--- src/cbspe_pkg.sv ---
// ---------------------------------------------------------------------------
// cbspe_pkg: shared types and constants for the cubic B-spline patch core
// Default patch, weight arithmetic constants, queue depth, command types.
// ---------------------------------------------------------------------------
package cbspe_pkg;

   localparam int PARAM_FRAC_BITS_DEF = 16;
   localparam int COORD_WIDTH_DEF     = 24;

   localparam int NUM_LANES  = 3;
   localparam int NUM_PTS    = 16;
   localparam int T_WIDTH    = 17;
   localparam int W_WIDTH    = 16;
   localparam int QUEUE_DEPTH = 2;

   localparam logic [T_WIDTH-1:0] Q16_ONE = 17'h10000;

   // floor(q / 6) == (q * RECIP_6) >> RECIP_SHIFT for q < 2**21
   localparam logic [19:0] RECIP_6     = 20'd699051;
   localparam int          RECIP_SHIFT = 22;

   localparam int DFLT_SCALE = 256;
   localparam int DFLT_PATCH [NUM_LANES][NUM_PTS] = '{
      '{ 20, 0, -130, -250, 100, 30, -40, -110, 280, 110, 0, -100, 350, 200, 50, 0 },
      '{ 0, 100, 100, 50, 100, 100, 100, 50, 90, 120, 130, 150, 30, 150, 200, 100 },
      '{ 200, 150, 50, 0, 150, 100, 50, 0, 140, 80, 30, -50, 150, 50, 0, -70 }
   };

   typedef enum logic {
      FUNC_LOAD = 1'b0,
      FUNC_EVAL = 1'b1
   } func_type;

   typedef struct packed {
      logic       is_eval;
      logic [3:0] idx;
   } cmd_ctl_type;

   typedef logic [3:0][W_WIDTH-1:0] weight_set_type;

   typedef enum logic [2:0] {
      BK_IDLE,
      BK_WAIT_W,
      BK_RUN,
      BK_DRAIN,
      BK_FIN
   } back_state_type;

endpackage

--- src/cbspe_front.sv ---
// ---------------------------------------------------------------------------
// cbspe_front: request intake
// Accepts requests, splits load from evaluate and brings u and v to Q1.16.
// ---------------------------------------------------------------------------
module cbspe_front #(
   parameter int PARAM_FRAC_BITS = cbspe_pkg::PARAM_FRAC_BITS_DEF,
   parameter int COORD_WIDTH     = cbspe_pkg::COORD_WIDTH_DEF
) (
   input  logic                                req_valid,
   output logic                                req_stall,
   input  logic                                req_func,
   input  logic [1:0]                          req_row,
   input  logic [1:0]                          req_col,
   input  logic signed [COORD_WIDTH-1:0]       req_coord_x,
   input  logic signed [COORD_WIDTH-1:0]       req_coord_y,
   input  logic signed [COORD_WIDTH-1:0]       req_coord_z,
   input  logic [PARAM_FRAC_BITS:0]            req_u_param,
   input  logic [PARAM_FRAC_BITS:0]            req_v_param,
   input  logic                                q_full,
   output logic                                push,
   output cbspe_pkg::cmd_ctl_type              push_ctl,
   output logic signed [COORD_WIDTH-1:0]       push_x,
   output logic signed [COORD_WIDTH-1:0]       push_y,
   output logic signed [COORD_WIDTH-1:0]       push_z,
   output logic [cbspe_pkg::T_WIDTH-1:0]       push_tu,
   output logic [cbspe_pkg::T_WIDTH-1:0]       push_tv
);

   localparam int PW = PARAM_FRAC_BITS + 1;
   localparam logic [PW-1:0] P_ONE = {1'b1, {PARAM_FRAC_BITS{1'b0}}};

   logic [PW-1:0] u_sat;
   logic [PW-1:0] v_sat;

   assign req_stall = q_full;
   assign push      = req_valid && !q_full;

   assign push_ctl.is_eval = (req_func == cbspe_pkg::FUNC_EVAL);
   assign push_ctl.idx     = {req_row, req_col};
   assign push_x = req_coord_x;
   assign push_y = req_coord_y;
   assign push_z = req_coord_z;

   assign u_sat = (req_u_param > P_ONE) ? P_ONE : req_u_param;
   assign v_sat = (req_v_param > P_ONE) ? P_ONE : req_v_param;

   generate
      if (PARAM_FRAC_BITS > 16) begin : g_narrow
         localparam int SH = PARAM_FRAC_BITS - 16;
         localparam logic [PW:0] HALF = (PW+1)'(1) << (SH - 1);
         logic [PW:0] u_rnd;
         logic [PW:0] v_rnd;
         assign u_rnd   = {1'b0, u_sat} + HALF;
         assign v_rnd   = {1'b0, v_sat} + HALF;
         assign push_tu = u_rnd[SH +: cbspe_pkg::T_WIDTH];
         assign push_tv = v_rnd[SH +: cbspe_pkg::T_WIDTH];
      end else if (PARAM_FRAC_BITS == 16) begin : g_same
         assign push_tu = u_sat;
         assign push_tv = v_sat;
      end else begin : g_widen
         assign push_tu = {u_sat, {(16 - PARAM_FRAC_BITS){1'b0}}};
         assign push_tv = {v_sat, {(16 - PARAM_FRAC_BITS){1'b0}}};
      end
   endgenerate

endmodule

--- config.mk ---
export PLATFORM = sky130hd
export DESIGN_NAME = cbspe_front
export DESIGN_NICKNAME = d
export VERILOG_FILES = /design/src/cbspe_pkg.sv /design/src/cbspe_front.sv
export SDC_FILE = /design/constraint.sdc
export NUM_CORES = 1
export LEC_CHECK = 0
export ABC_AREA = 1
export BUFFER_PORTS_ARGS = -buffer_cell sky130_fd_sc_hd__buf_2
export CAP_MARGIN = 20
export CORE_AREA = 2 2 87 89
export DETAILED_ROUTE_END_ITERATION = 8
export DIE_AREA = 0 0 89 91
export PLACE_DENSITY = 0.59
export SLEW_MARGIN = 20
export SYNTH_ARGS = -nofsm -noshare
export SYNTH_HDL_FRONTEND = slang
export SYNTH_SLANG_ARGS = --single-unit
--- constraint.sdc ---
create_clock -name vclk -period 1.4
set_input_delay 0.28 -clock vclk [all_inputs]
set_output_delay 0.28 -clock vclk [all_outputs]
set_load 0.01 [all_outputs]
# [Word level (Yosys, flattened, before mapping)]
# Index checks and enable logic that the tools add are counted.
[op_classes] n_mux=2 order_cmp=2 reduce_logical=2
[op_table] op="17-bit greater-than comparator (second input constant)" count=2
[op_table] op="17-bit 2-to-1 mux" count=2
[op_table] op="1-bit logical AND" count=1
[op_table] op="1-bit zero test" count=1
[word_totals] wordCells=6 ff_bits=0 output_inout_bits=113 in_bits=113

# [Longest topological paths before layout]
[logic_depth] depth_word=2 mapped_depth=6 mapped_depth_nobuf=5

# [Worst setup path before layout]
# No wires, ideal clock.
[synth_timing] path_kind="input-to-output" from="in req_u_param[10]" to="out push_tu[0] (netlist name)" path_buffers=1 path_slack_ns=0.172 required_time_ns=1.120 arrival_time_ns=0.948 path_stages=6 cell_sequence="nor2_1 > nand2_1 > nor2_2 > nand2_2 > buf_6 > a21oi_2"
[synth_via] elab_chain_cells=2
[synth_rtl] element="from (decl)" line_no="cbspe_front.sv:17" rtl="input logic [PARAM_FRAC_BITS:0] req_u_param,"
[synth_rtl] element="17-bit greater-than comparator" line_no="cbspe_front.sv:44" rtl="assign u_sat = (req_u_param > P_ONE) ? P_ONE : req_u_param;"
[synth_rtl] element="17-bit 2-to-1 mux" line_no="cbspe_front.sv:44"
[synth_rtl] element="to (decl)" line_no="cbspe_front.sv:25" rtl="output logic [cbspe_pkg::T_WIDTH-1:0] push_tu,"
# No other way between the ends.

# [Worst setup path in the final report]
[layout_timing] from="in req_u_param[2]" to="out push_tu[5] (netlist name)"
# Same word-level chain as after synthesis.

==> flow_metrics.tcl <==
set metrics [dict create \
    synth_compound_area_frac 0.209 \
    register_area_um2 0 \
    synth_nets 295 \
    grtUsageTotal 0.0539 \
    fin_util 0.187 \
    drt_iter0_markers 4 \
    syn-cell-area_mm2 0.00113 \
    vias_per_cell 3.59 \
    avgRoutedWirePerCell_um 9.45 \
    setup_viol 29 \
    yosys.area_share.simple 0.117 \
    setup_tns_ns -1.19 \
    die_area_mm2 0.00810 \
    antenna_found_initial 0 \
    violations "setup timing" \
    dp_hpwl_um 2030 \
    critPathMaxFanout 6 \
    synth_area_leaders "buf_4 (52%), a21oi_2 (16%), inv_1 (11%)" \
    fin_crit_ns 1.47 \
    synth_area_per_cell_um2 6.19 \
    synth_top_area_cell "buf_4" \
    synth_fa_ha_area_frac 0 \
    syn_to_final_growth_pct 18.8 \
    nFlopsAndLatches 0 \
    antenna_cells 0 \
    critPathKind "primary input to output pin" \
    postRouteAntennaNets 0 \
    report.final.slew_viol_count 0 \
    start_util 0.158 \
    cpPeakStageDelay_ns 0.16 \
    firstDrtPassIters 3 \
    crit_required_ns 1.12 \
    power.total_w 0.000312 \
    drt-total-wl_um 2630 \
    place_congestion 0.721 \
    worstPathCellList "buf_8, nor2_4, nand2_1, nor2_2, nand2_4, buf_8, a21oi_2, buf_2" \
    fin_ws_ns -0.0749 \
    hp-class "primary input to output pin" \
    synth_mux_area_frac 0 \
    drcViolationCount 0 \
    maxSlewHeadroom 0.685 \
    gr-total-overflow 0 \
    hold_viol_final 0 \
    hold_depth 0 \
    holdBufCountCts 0 \
    fin_hold_ws_ns 0.560 \
    status "finished with violations" \
    grt_pass1_vias 899 \
    path_common_cell "buf_8" \
    powerDensity_mw_per_mm2 233 \
    n_clock_buffer 0 \
    grt_pass1_wl_um 3730 \
    synth_top_family_by_area "buffers and inverters" \
    synth_xor_area_frac 0 \
    yosysUniqueCellTypes 11 \
    synth-seq-area-share 0 \
    fmax_mhz 678 \
    multi_input_area_um2 475 \
    netlist_instances 182 \
    finalNetCount 294 \
    portBuffers 72 \
    power_leakage_nw 0.721 \
    layout_worst_path_cycle_share 1.05 \
    die_y_um 91 \
    pre_cts_ws_ns -0.0665 \
    layout-drive-gt1-share 0.743 \
    dieWidth_um 89 \
    startpoint_type "primary input" \
    cp_slowest_cell "nor2_2" \
    io_pins 226 \
    grt_max_degree 18 \
    synth_commonest_cells "buf_4 (78), inv_1 (33), a21oi_2 (20)" \
    vdd_drop_max_v 0.0000931 \
    crit_path_end_kind "output pin" \
    maxCapViolCount 0 \
    yosys_warnings 0 \
    nFillCells 831 \
    via_count 999 \
    core_mm2 0.00714 \
    rows 31 \
    synth_top_area_frac 0.520 \
    rsz0062_at_grt "yes" \
    tightest_slew_ns 0.472 \
    critPathArrivalTime_ns 1.19 \
    synth.most_common_cell "buf_4" \
]
-- worst paths after layout --
kind | startpoint | slack (ns) | endpoint
setup / recovery | req_u_param[2] | -0.07 | push_tu[5]
hold / removal | req_coord_x[17] | 0.56 | push_x[17]
-- layout make-up --
cell class | count | area share
Multi-Input combinational cell | 63 | 0.355
Tap cell | 99 | 0.0926
Inverter | 33 | 0.0926
Timing Repair Buffer | 83 | 0.459
-- power breakdown --
part	internal, W	total, W	switching, W
Sequential	0	0	0
Combinational	0.000162	0.000312	0.000150
Clock	0	0	0
Total	0.000162	0.000312	0.000150
-- per-layer routing --
metal | track usage | up-vias | part of all wire
li1 | - | 457 | -
met1 | 0.0381 | 430 | 0.29
met2 | 0.103 | 70 | 0.49
met3 | 0.0164 | 42 | 0.12
met4 | 0.0522 | 0 | 0.094
met5 | 0 | - | 0
-- cells by family (layout without fill, tap and decap cells) --
kind of cell | Yosys count | after routing
buf+inv | 119 | 116
compound gates | 32 | 32
simple gates | 31 | 31
-- metrics by stage --
step / cells / area, um^2
after floorplan: 182 / 1130
after global placement: 277 / 1060
after detailed placement: 277 / 1060
after CTS: 277 / 1220
after global routing: 278 / 1340
final: 278 / 1340
-- what timing repair did --
action,CTS,global route
pin swaps,12,13
resized for setup,33,23
setup endpoints to repair,32,32
buffers inserted,0,0
gates cloned,0,1
-- cells in the final DEF (no fill, tap or decap) --
cell type  instances
a21oi_1            1
a21oi_2           31
buf_12             1
buf_2             53
buf_4              6
buf_6             19
buf_8              3
clkbuf_16          1
inv_1             33
nand2_1            6
nand2_2            3
nand2_4            1
nor2_1             6
nor2_2             9
nor2_4             6
-- critical path: cells and delay by family --
family / cells / cell delay, ns
and+or+nand+nor: 4 / 0.40
AOI/OAI and AO/OA: 1 / 0.13
buffers and inverters: 3 / 0.38
(Power assumes the default switching activity.)
