### src/cbspe_pkg.sv
// ---------------------------------------------------------------------------
// cbspe_pkg: shared types and constants for the cubic B-spline patch core
// Default patch, weight arithmetic constants, queue depth, command types.
// ---------------------------------------------------------------------------
package cbspe_pkg;

   localparam int PARAM_FRAC_BITS_DEF = 16;
   localparam int COORD_WIDTH_DEF     = 24;

   localparam int NUM_LANES  = 3;
   localparam int NUM_PTS    = 16;
   localparam int T_WIDTH    = 17;
   localparam int W_WIDTH    = 16;
   localparam int QUEUE_DEPTH = 2;

   localparam logic [T_WIDTH-1:0] Q16_ONE = 17'h10000;

   // floor(q / 6) == (q * RECIP_6) >> RECIP_SHIFT for q < 2**21
   localparam logic [19:0] RECIP_6     = 20'd699051;
   localparam int          RECIP_SHIFT = 22;

   localparam int DFLT_SCALE = 256;
   localparam int DFLT_PATCH [NUM_LANES][NUM_PTS] = '{
      '{ 20, 0, -130, -250, 100, 30, -40, -110, 280, 110, 0, -100, 350, 200, 50, 0 },
      '{ 0, 100, 100, 50, 100, 100, 100, 50, 90, 120, 130, 150, 30, 150, 200, 100 },
      '{ 200, 150, 50, 0, 150, 100, 50, 0, 140, 80, 30, -50, 150, 50, 0, -70 }
   };

   typedef enum logic {
      FUNC_LOAD = 1'b0,
      FUNC_EVAL = 1'b1
   } func_type;

   typedef struct packed {
      logic       is_eval;
      logic [3:0] idx;
   } cmd_ctl_type;

   typedef logic [3:0][W_WIDTH-1:0] weight_set_type;

   typedef enum logic [2:0] {
      BK_IDLE,
      BK_WAIT_W,
      BK_RUN,
      BK_DRAIN,
      BK_FIN
   } back_state_type;

endpackage

### src/cbspe_queue.sv
// ---------------------------------------------------------------------------
// cbspe_queue: command queue
// Short FIFO between request intake and the evaluation engine.
// ---------------------------------------------------------------------------
module cbspe_queue #(
   parameter int WIDTH = 8
) (
   input  logic             clock,
   input  logic             reset,
   input  logic             push,
   input  logic [WIDTH-1:0] push_data,
   output logic             full,
   input  logic             pop,
   output logic             out_valid,
   output logic [WIDTH-1:0] out_data
);

   localparam int AW = (cbspe_pkg::QUEUE_DEPTH > 1) ? $clog2(cbspe_pkg::QUEUE_DEPTH) : 1;
   localparam int CW = $clog2(cbspe_pkg::QUEUE_DEPTH + 1);
   localparam logic [CW-1:0] DEPTH_C = CW'(cbspe_pkg::QUEUE_DEPTH);
   localparam logic [AW-1:0] LAST_C  = AW'(cbspe_pkg::QUEUE_DEPTH - 1);

   logic [WIDTH-1:0] mem_ff [cbspe_pkg::QUEUE_DEPTH];
   logic [AW-1:0]    wr_ptr_ff, wr_ptr_in;
   logic [AW-1:0]    rd_ptr_ff, rd_ptr_in;
   logic [CW-1:0]    count_ff, count_in;
   logic             do_pop;

   assign full      = (count_ff == DEPTH_C);
   assign out_valid = (count_ff != '0);
   assign out_data  = mem_ff[rd_ptr_ff];
   assign do_pop    = pop && out_valid;

   always_comb begin
      wr_ptr_in = wr_ptr_ff;
      rd_ptr_in = rd_ptr_ff;
      count_in  = count_ff;
      if (push) begin
         wr_ptr_in = (wr_ptr_ff == LAST_C) ? '0 : wr_ptr_ff + AW'(1);
      end
      if (do_pop) begin
         rd_ptr_in = (rd_ptr_ff == LAST_C) ? '0 : rd_ptr_ff + AW'(1);
      end
      case ({push, do_pop})
         2'b10:   count_in = count_ff + CW'(1);
         2'b01:   count_in = count_ff - CW'(1);
         default: count_in = count_ff;
      endcase
   end

   always_ff @(posedge clock) begin
      if (reset) begin
         wr_ptr_ff <= '0;
         rd_ptr_ff <= '0;
         count_ff  <= '0;
      end else begin
         wr_ptr_ff <= wr_ptr_in;
         rd_ptr_ff <= rd_ptr_in;
         count_ff  <= count_in;
      end
   end

   always_ff @(posedge clock) begin
      if (push) begin
         mem_ff[wr_ptr_ff] <= push_data;
      end
   end

endmodule

### config.mk
export PLATFORM = sky130hd
export DESIGN_NAME = cbspe_queue
export DESIGN_NICKNAME = d
export VERILOG_FILES = /design/src/cbspe_pkg.sv /design/src/cbspe_queue.sv
export SDC_FILE = /design/constraint.sdc
export NUM_CORES = 1
export LEC_CHECK = 0
export BUFFER_PORTS_ARGS = -buffer_cell sky130_fd_sc_hd__buf_2
export CAP_MARGIN = 25
export CORE_MARGIN = 1
export CORE_UTILIZATION = 35
export CTS_BUF_LIST = sky130_fd_sc_hd__clkbuf_4
export DETAILED_ROUTE_END_ITERATION = 16
export GPL_ROUTABILITY_DRIVEN = 0
export SYNTH_ARGS = -nofsm -noshare
export SYNTH_HDL_FRONTEND = slang
export SYNTH_SLANG_ARGS = --single-unit
### constraint.sdc
create_clock -name clock -period 1.5 [get_ports clock]
set_input_delay 0.075 -clock clock [delete_from_list [all_inputs] [get_ports clock]]
set_output_delay 0.075 -clock clock [all_outputs]
set_load 0.02 [all_outputs]
* After elaboration in Yosys (flattened, before gate mapping)
Memories as Yosys holds them, arrays and structs flattened. A register that Yosys moved wholly into a read port is not among the register bits.
Index checks and enable logic that the tools add are counted.
W data, S select, Z words.
** Cells by class
- Multiplexer cells :: 7
- Eq/ne operators :: 3
- Add/subtract/negate cells :: 4
- Reductions and logical operators :: 3
** Operator list (count)
- $mux W1 :: 6
- $eq A2 B2 Y1 const B :: 2
- $pmux W2 S2 :: 1
- $reduce_bool A2 Y1 :: 2
- $add A1 B1 Y1 const B :: 2
- $add A2 B1 Y2 const B :: 1
- $eq A2 B1 Y1 const B :: 1
- $sub A2 B1 Y2 const B :: 1
- $logic_and A1 B1 Y1 :: 1
** Word-level totals
- Input bits :: 12
- Output and inout port bits :: 10
- Memory bits (writable) :: 16
- Register bits after elaboration :: 4
- Memories kept :: 1
- Logic and storage cells :: 21
** Memory list
- mem_ff :: depth 2, bits a word 8, read ports 1, clocked after memory_dff 1, wr ports 1, line cbspe_queue.sv:23 : logic [WIDTH-1:0] mem_ff [cbspe_pkg::QUEUE_DEPTH];

* Longest topological paths before layout
Gate-level depths: netlist (run 1).
- Depth after elaboration :: 4
- Depth in mapped cells :: 5
- Depth with buffers taken out :: 5

* Least setup slack after synthesis (run 1)
OpenSTA, ideal clock, no wires.
- Kind :: flip-flop to flip-flop
- Start point :: register count_ff[0]
- End point :: register count_ff[1]
- Data required time :: 1.430 ns
- Setup time :: 0.070 ns
- Stages on the path, launching flop included :: 5
- Slack :: 0.099 ns
- Path buffers :: 0
- Clock period less this slack :: 1.401 ns
- Data arrival time :: 1.332 ns
- Cell sequence :: dfxtp_1 > o21a_2 > ha_1 > or3_1 > a21oi_1
** Between the ends
- Word-level cells in the longest chain between the ends :: 4
- Elaborated cells on any way between the ends :: 8
- Classes of those cells :: 2 x add/sub; 2 x eq/ne; 1 x mux; 3 x reduce/logical
** RTL lines
- from (decl) :: line cbspe_queue.sv:26 : logic [CW-1:0] count_ff, count_in;
- from (signal assigned) :: line cbspe_queue.sv:59 : count_ff <= count_in;
- $reduce_bool A2 Y1 * :: line cbspe_queue.sv:30 : assign out_valid = (count_ff != '0);
- $logic_and A1 B1 Y1 * :: line cbspe_queue.sv:32 : assign do_pop = pop && out_valid;
- via do_pop :: line cbspe_queue.sv:27 : logic do_pop;
- $eq A2 B1 Y1 or $eq A2 B2 Y1 (tied branches) :: line cbspe_queue.sv:44 : case ({push, do_pop})
- $pmux W2 S2 or $reduce_bool A2 Y1 (tied branches)
The timed path passes the listed nets; every way through them passes the cells marked *.
A chain may end at the register's enable or synchronous reset.

* Worst setup path in the final report (run 1)
- Start point :: register count_ff[1]
- End point :: register count_ff[1]
The elaborated chain is that of the path after synthesis.

==> results_dict.tcl, run 1 <==
set metrics [dict create \
    grt_overflow 0 \
    grt_max_degree 12 \
    cp-start-kind "flop" \
    power_frac_seq 0.493 \
    fin_tns_setup_ns 0 \
    cts_buffer_depth 2 \
    ys_types 16 \
    fmax_mhz 728 \
    remaining_drc_errors 0 \
    critPathSlowestCell "dfxtp_2" \
    clock_skew_ns 0.00669 \
    p_int_w 0.00108 \
    drive_gt1_frac 0.494 \
    syn2layout_area_growth_pct 35.9 \
    postSynthCellCount 48 \
    syn_area_per_cell_um2 16.5 \
    antenna_found_initial 0 \
    wl_per_cell_um 11.2 \
    place_inst 97 \
    worstPathCellList "o21a_2 > ha_4 > xnor2_1 > or3_1 > a21oi_1" \
    cts_num_sinks 21 \
    ios 22 \
    track_usage 0.108 \
    yosysWarnings 0 \
    tritoncts "built" \
    end_kind "flop" \
    finalSetupViolations 0 \
    first_pass_iters 3 \
    dp_hpwl_um 850 \
    p_leak_nw 0.425 \
    viasPerCell 4.28 \
    synth_edf_count 16 \
    finalHoldViolations 0 \
    yosysTopAreaCell "edfxtp_1" \
    vdd_drop_max_mv 0.715 \
    grt_pass1_vias 471 \
    final_util 0.527 \
    fin_nets 97 \
    grt_pass1_wl_um 1950 \
    synth_top_area_frac 0.607 \
    synth_area_um2 792 \
    p_sw_w 0.000470 \
    clock_latency_ns 0.30 \
    rows 16 \
    synth-async-reset-ratio 0 \
    antenna_cells 0 \
    drt_first_iter_violations 9 \
    ys_top_cells_by_area "edfxtp_1 (61%), dfxtp_1 (13%), mux2_2 (11%), xnor2_1 (3.3%), nor2_1 (2.4%)" \
    root_buffer "clkbuf_4" \
    htree_levels 1 \
    synth_nets 61 \
    wl_um 1240 \
    dieHeight_um 49.6 \
    netlist_top_cells_count "edfxtp_1 (16), mux2_2 (8), dfxtp_1 (5), nor2_1 (5), xnor2_1 (3)" \
    worst_pin_slew_ns 0.369 \
    fin_crit_sh 0.916 \
    setup_ws_ns 0.126 \
    cpPeakStageDelay_ns 0.35 \
    drv_slew 0 \
    core-area_mm2 0.00204 \
    p_comb_frac 0.326 \
    required_ns 1.73 \
    power_frac_clock 0.181 \
    yosysMostFrequentCell "edfxtp_1" \
    min_period_ns 1.37 \
    seq_area_frac_synth 0.733 \
    status "finished clean" \
    ys.flop_type "edfxtp_1" \
    clk_pin_slew_ns 0.11 \
    critPathTopFamily "compound AO/OA/AOI/OAI gates" \
    dp_slack_ns 0.0694 \
    die_w_um 49.6 \
    hp-class "in -> reg" \
    ant_nets 0 \
    port_buffers 21 \
    start_util 0.388 \
    final_cells 110 \
    arrival_ns 1.61 \
    p_sw_frac 0.302 \
    crit_fanout 5 \
    num_vias 471 \
    slew_headroom 0.754 \
    rsz0062_at_grt "false" \
    dieArea_mm2 0.00246 \
    max_cap_violations 0 \
    crit_type "reg -> reg" \
    worst-path-buf-inv 0 \
    power.density_mw_per_mm2 1440 \
    cts_buffers 3 \
    synth-seq-cells 21 \
]
-- flip-flops by register name, summed over array words and instances, names as in the netlist, named ones only --
register	cells
count_ff	2
wr_ptr_ff	1
mem_ff	16
rd_ptr_ff	1
-- cell type report --
| cell class | instances | area, um^2 |
|---|---|---|
| Timing Repair Buffer | 32 | 210 |
| Multi-Input combinational cell | 25 | 215 |
| Clock buffer | 4 | 30.0 |
| Inverter | 1 | 3.75 |
| Sequential cell | 21 | 583 |
| Fill cell | 193 | 966 |
| Tap cell | 27 | 33.8 |
-- tightest hold or removal path, delay by kind of cell --
family                    cells  cell delay, ns
buffers and inverters         1            0.10
and+or+nand+nor               1            0.07
xor gates and xnor gates      1            0.06
-- layout by cell type (no fill, tap or decap) --
master	instances
and2b_2	1
edfxtp_1	16
inv_1	1
clkbuf_4	4
dfxtp_1	3
or3_1	1
and2_1	1
o21ai_0	1
buf_4	2
buf_2	21
nor2_1	5
xnor2_1	3
mux2_2	8
dfxtp_2	2
ha_4	1
o21a_2	1
xor2_1	1
or2_2	1
a21oi_1	1
dlygate4sd3_1	9
-- per-layer routing --
metal  routed length (um)  GRT usage
met5                    0          0
met4                    0     0.0571
met3                   55     0.0278
met2                  616      0.173
met1                  565      0.131
-- kinds of logic (layout without fill, tap and decap cells) --
group / Yosys count / count (layout) / share of synthesized area
flip-flops: 21 / 21 / 0.733
adder cells (fa/ha/maj): 1 / 1 / 0.0158
multiplexers: 8 / 8 / 0.114
buffers and inverters: 2 / 37 / 0.0110
AO/OA/AOI/OAI: 3 / 3 / 0.0237
AND/OR/NAND/NOR: 9 / 9 / 0.0585
XOR/XNOR: 4 / 4 / 0.0442
-- through the flow --
step                      hold slack, ns  area [um^2]  total power (W)
after global routing              0.0533         1080          0.00163
after detailed placement           0.268          941          0.00125
after CTS                         0.0447         1060          0.00155
after floorplan                    0.144          792          0.00110
final                             0.0455         1080          0.00155
after global placement             0.264          941          0.00124
-- power by group through the flow --
stage | combinational (W) | sequential (W) | clock (W)
detailed placement | 0.000475 | 0.000776 | 0
global placement | 0.000468 | 0.000772 | 0
CTS | 0.000497 | 0.000765 | 0.000284
finish | 0.000507 | 0.000766 | 0.000281
global route | 0.000547 | 0.000775 | 0.000306
floorplan | 0.000358 | 0.000746 | 0
-- path summary, 6_finish.rpt --
check | from | cells after the start | slack [ns] | to
worst max-delay path | count_ff[1] | 5 | 0.13 | count_ff[1]
worst min-delay path | push | 3 | 0.05 | wr_ptr_ff
worst max register to register | count_ff[1] | 5 | 0.13 | count_ff[1]
worst min register to register | count_ff[1] | 2 | 0.52 | count_ff[1]
-- what timing repair did --
action / CTS / global route
gates resized for setup: 1 / 2
hold buffers: 9 / 0
buffers inserted: 0 / 0
pin swaps: 0 / 0
hold endpoints to repair: 21 / 0
setup endpoints to repair: 1 / 1
No activity file was read; power rests on OpenSTA's default activity.
==> run 2, diff against run 1 <==
- CELL_PAD_IN_SITES_DETAIL_PLACEMENT: not set -> 1
- CELL_PAD_IN_SITES_GLOBAL_PLACEMENT: not set -> 1
- PLACE_DENSITY_LB_ADDON: not set -> 0.1
==> run 2 against run 1 <==
  * Setup slack got worse by 0.0077 ns
  * Largest cell class unchanged
  * Die area unchanged
  * Clock power decreased by 9.3%
  * Global-route usage increased by 1.3 points
  * Fmax decreased by 0.56%
  * First-iteration DRC count decreased by 33%
  * Sequential share of layout area increased by 0.13 points
  * Via count increased by 4.7%
  * Wire length increased by 10%
==> results_dict.tcl, run 2 (same netlist as run 1, synthesis figures left out) <==
set metrics [dict create \
    p_sw_frac 0.309 \
    cts_setup_buffers 0 \
    fill_cells 228 \
    final_cells 110 \
    viasPerCell 4.48 \
    fin_crit_sh 0.921 \
    start_util 0.388 \
    r2r_cells 4 \
    dp_hpwl_um 976 \
    grt_pass1_vias 519 \
    track_usage 0.121 \
    crit_fanout 3 \
    dieHeight_um 49.6 \
    worstHoldPathCells 3 \
    regMostFlops "mem_ff" \
    first_pass_iters 4 \
    final_cell_mix "buf_2 (21), edfxtp_1 (16), dlygate4sd3_1 (9)" \
    finalSetupViolations 0 \
    rsz0062_at_grt "false" \
    die_w_um 49.6 \
    drv_slew 0 \
    remaining_drc_errors 0 \
    clock_latency_ns 0.29 \
    antenna_found_initial 0 \
    num_vias 493 \
    min_period_ns 1.38 \
    root_buffer "clkbuf_4" \
    grt_max_degree 13 \
    fmax_mhz 724 \
    rows 16 \
    antenna_cells 0 \
    ios 22 \
    layout_commonest_cell "buf_2" \
    wl_um 1360 \
    finalPower_w 0.00154 \
    cp-start-kind "flop" \
    required_ns 1.72 \
    fin_tns_setup_ns 0 \
    hp-class "in -> reg" \
    place_inst 97 \
    slew_headroom 0.754 \
    crit_type "reg -> reg" \
    r2r-start "count_ff[0]" \
    ant_nets 0 \
    max_cap_violations 0 \
    finalHoldViolations 0 \
    tritoncts "built" \
    core-area_mm2 0.00204 \
    cts_buffers 3 \
    arrival_ns 1.60 \
    drt_first_iter_violations 6 \
    p_leak_nw 0.424 \
    power_frac_clock 0.166 \
    port_buffers 21 \
    cts_num_sinks 21 \
    gr-usage-met3 0.0340 \
    status "finished clean" \
    power.density_mw_per_mm2 1430 \
    use_met1 0.140 \
    p_comb_frac 0.333 \
    largest_reg_flops 16 \
    power_frac_seq 0.501 \
    cts_buffer_depth 2 \
    reg.largest.list "mem_ff: 16 flops, count_ff: 2 flops" \
    grt_pass1_wl_um 2220 \
    p_sw_w 0.000476 \
    end_kind "flop" \
    vdd_drop_max_mv 0.605 \
    endpoint "count_ff[1]" \
    worst_pin_slew_ns 0.369 \
    p_int_w 0.00106 \
    grt_overflow 0 \
    syn2layout_area_growth_pct 35.5 \
    clk_pin_slew_ns 0.11 \
    fin_nets 97 \
    drive_gt1_frac 0.494 \
    top_usage_layer "met2" \
    regToRegSetupSlack_ns 0.12 \
    wl_per_cell_um 12.4 \
    grt_use_met2 0.218 \
    htree_levels 1 \
    crit_start "count_ff[0]" \
    r2r-end "count_ff[1]" \
    dieArea_mm2 0.00246 \
    clock_skew_ns 0.00347 \
]
==> run 2: cell types whose count changed in the layout (fill, tap and decap cells not counted), sizes merged <==
cell	change
clkinv	+1
clkbuf	-1
==> run 2: worst min path at each step <==
| stage | start | end | slack, ns |
|---|---|---|---|
| 4_1_cts | push | wr_ptr_ff | 0.1 |
| 5_1_grt | push | wr_ptr_ff | 0.11 |
| 3_3_place_gp | push_data[5] | mem_ff[0][5] | 0.26 |
| 2_1_floorplan | reset | count_ff[1] | 0.14 |
| 6_report | push | wr_ptr_ff | 0.08 |
| 3_5_place_dp | push_data[5] | mem_ff[0][5] | 0.27 |
==> run 2: power by group through the flow <==
stage	clock, W	combinational, W	sequential [W]
final	0.000255	0.000512	0.000770
after global routing	0.000286	0.000555	0.000783
after CTS	0.000266	0.000502	0.000769
after detailed placement	0	0.000481	0.000780
after global placement	0	0.000474	0.000774
after floorplan	0	0.000358	0.000746
==> run 2: repair_timing <==
item	4_1_cts	5_1_grt
hold buffers	9	0
gates resized for setup	1	2
setup endpoints to repair	2	1
endpoints found under the hold margin	17	0
==> run 2: per-layer routing <==
metal | routed length (um) | vias to the layer above
li1 | - | 241
met1 | 600 | 238
met2 | 705 | 14
met3 | 58 | 0
met4 | 0 | 0
met5 | 0 | -
==> run 2: through the flow <==
step | setup WS [ns] | utilization | hold slack [ns] | instance area, um^2
6_report | 0.118 | 0.526 | 0.0796 | 1070
3_3_place_gp | 0.103 | 0.461 | 0.264 | 941
3_5_place_dp | 0.0671 | 0.461 | 0.267 | 941
2_1_floorplan | 0.0986 | - | 0.144 | 792
5_1_grt | 0.0428 | 0.526 | 0.108 | 1070
4_1_cts | 0.0312 | 0.519 | 0.0974 | 1060
==> run 2: critical path: stages (launching register included) <==
cell and delay [ns]:
dfxtp_1 0.34, o21a_2 0.25, ha_4 0.22, or3_1 0.36, a21oi_1 0.14
==> run 2: layout make-up <==
| class | count | area, um^2 | area share |
|---|---|---|---|
| flip-flops and latches | 21 | 583 | 0.543 |
| multi-input cells | 25 | 215 | 0.200 |
| repair buffers | 32 | 210 | 0.196 |
| well taps | 27 | 33.8 | 0.0315 |
| clock buffers | 3 | 22.5 | 0.0210 |
| clock inverters | 1 | 5.00 | 0.00466 |
| inverters | 1 | 3.75 | 0.00350 |
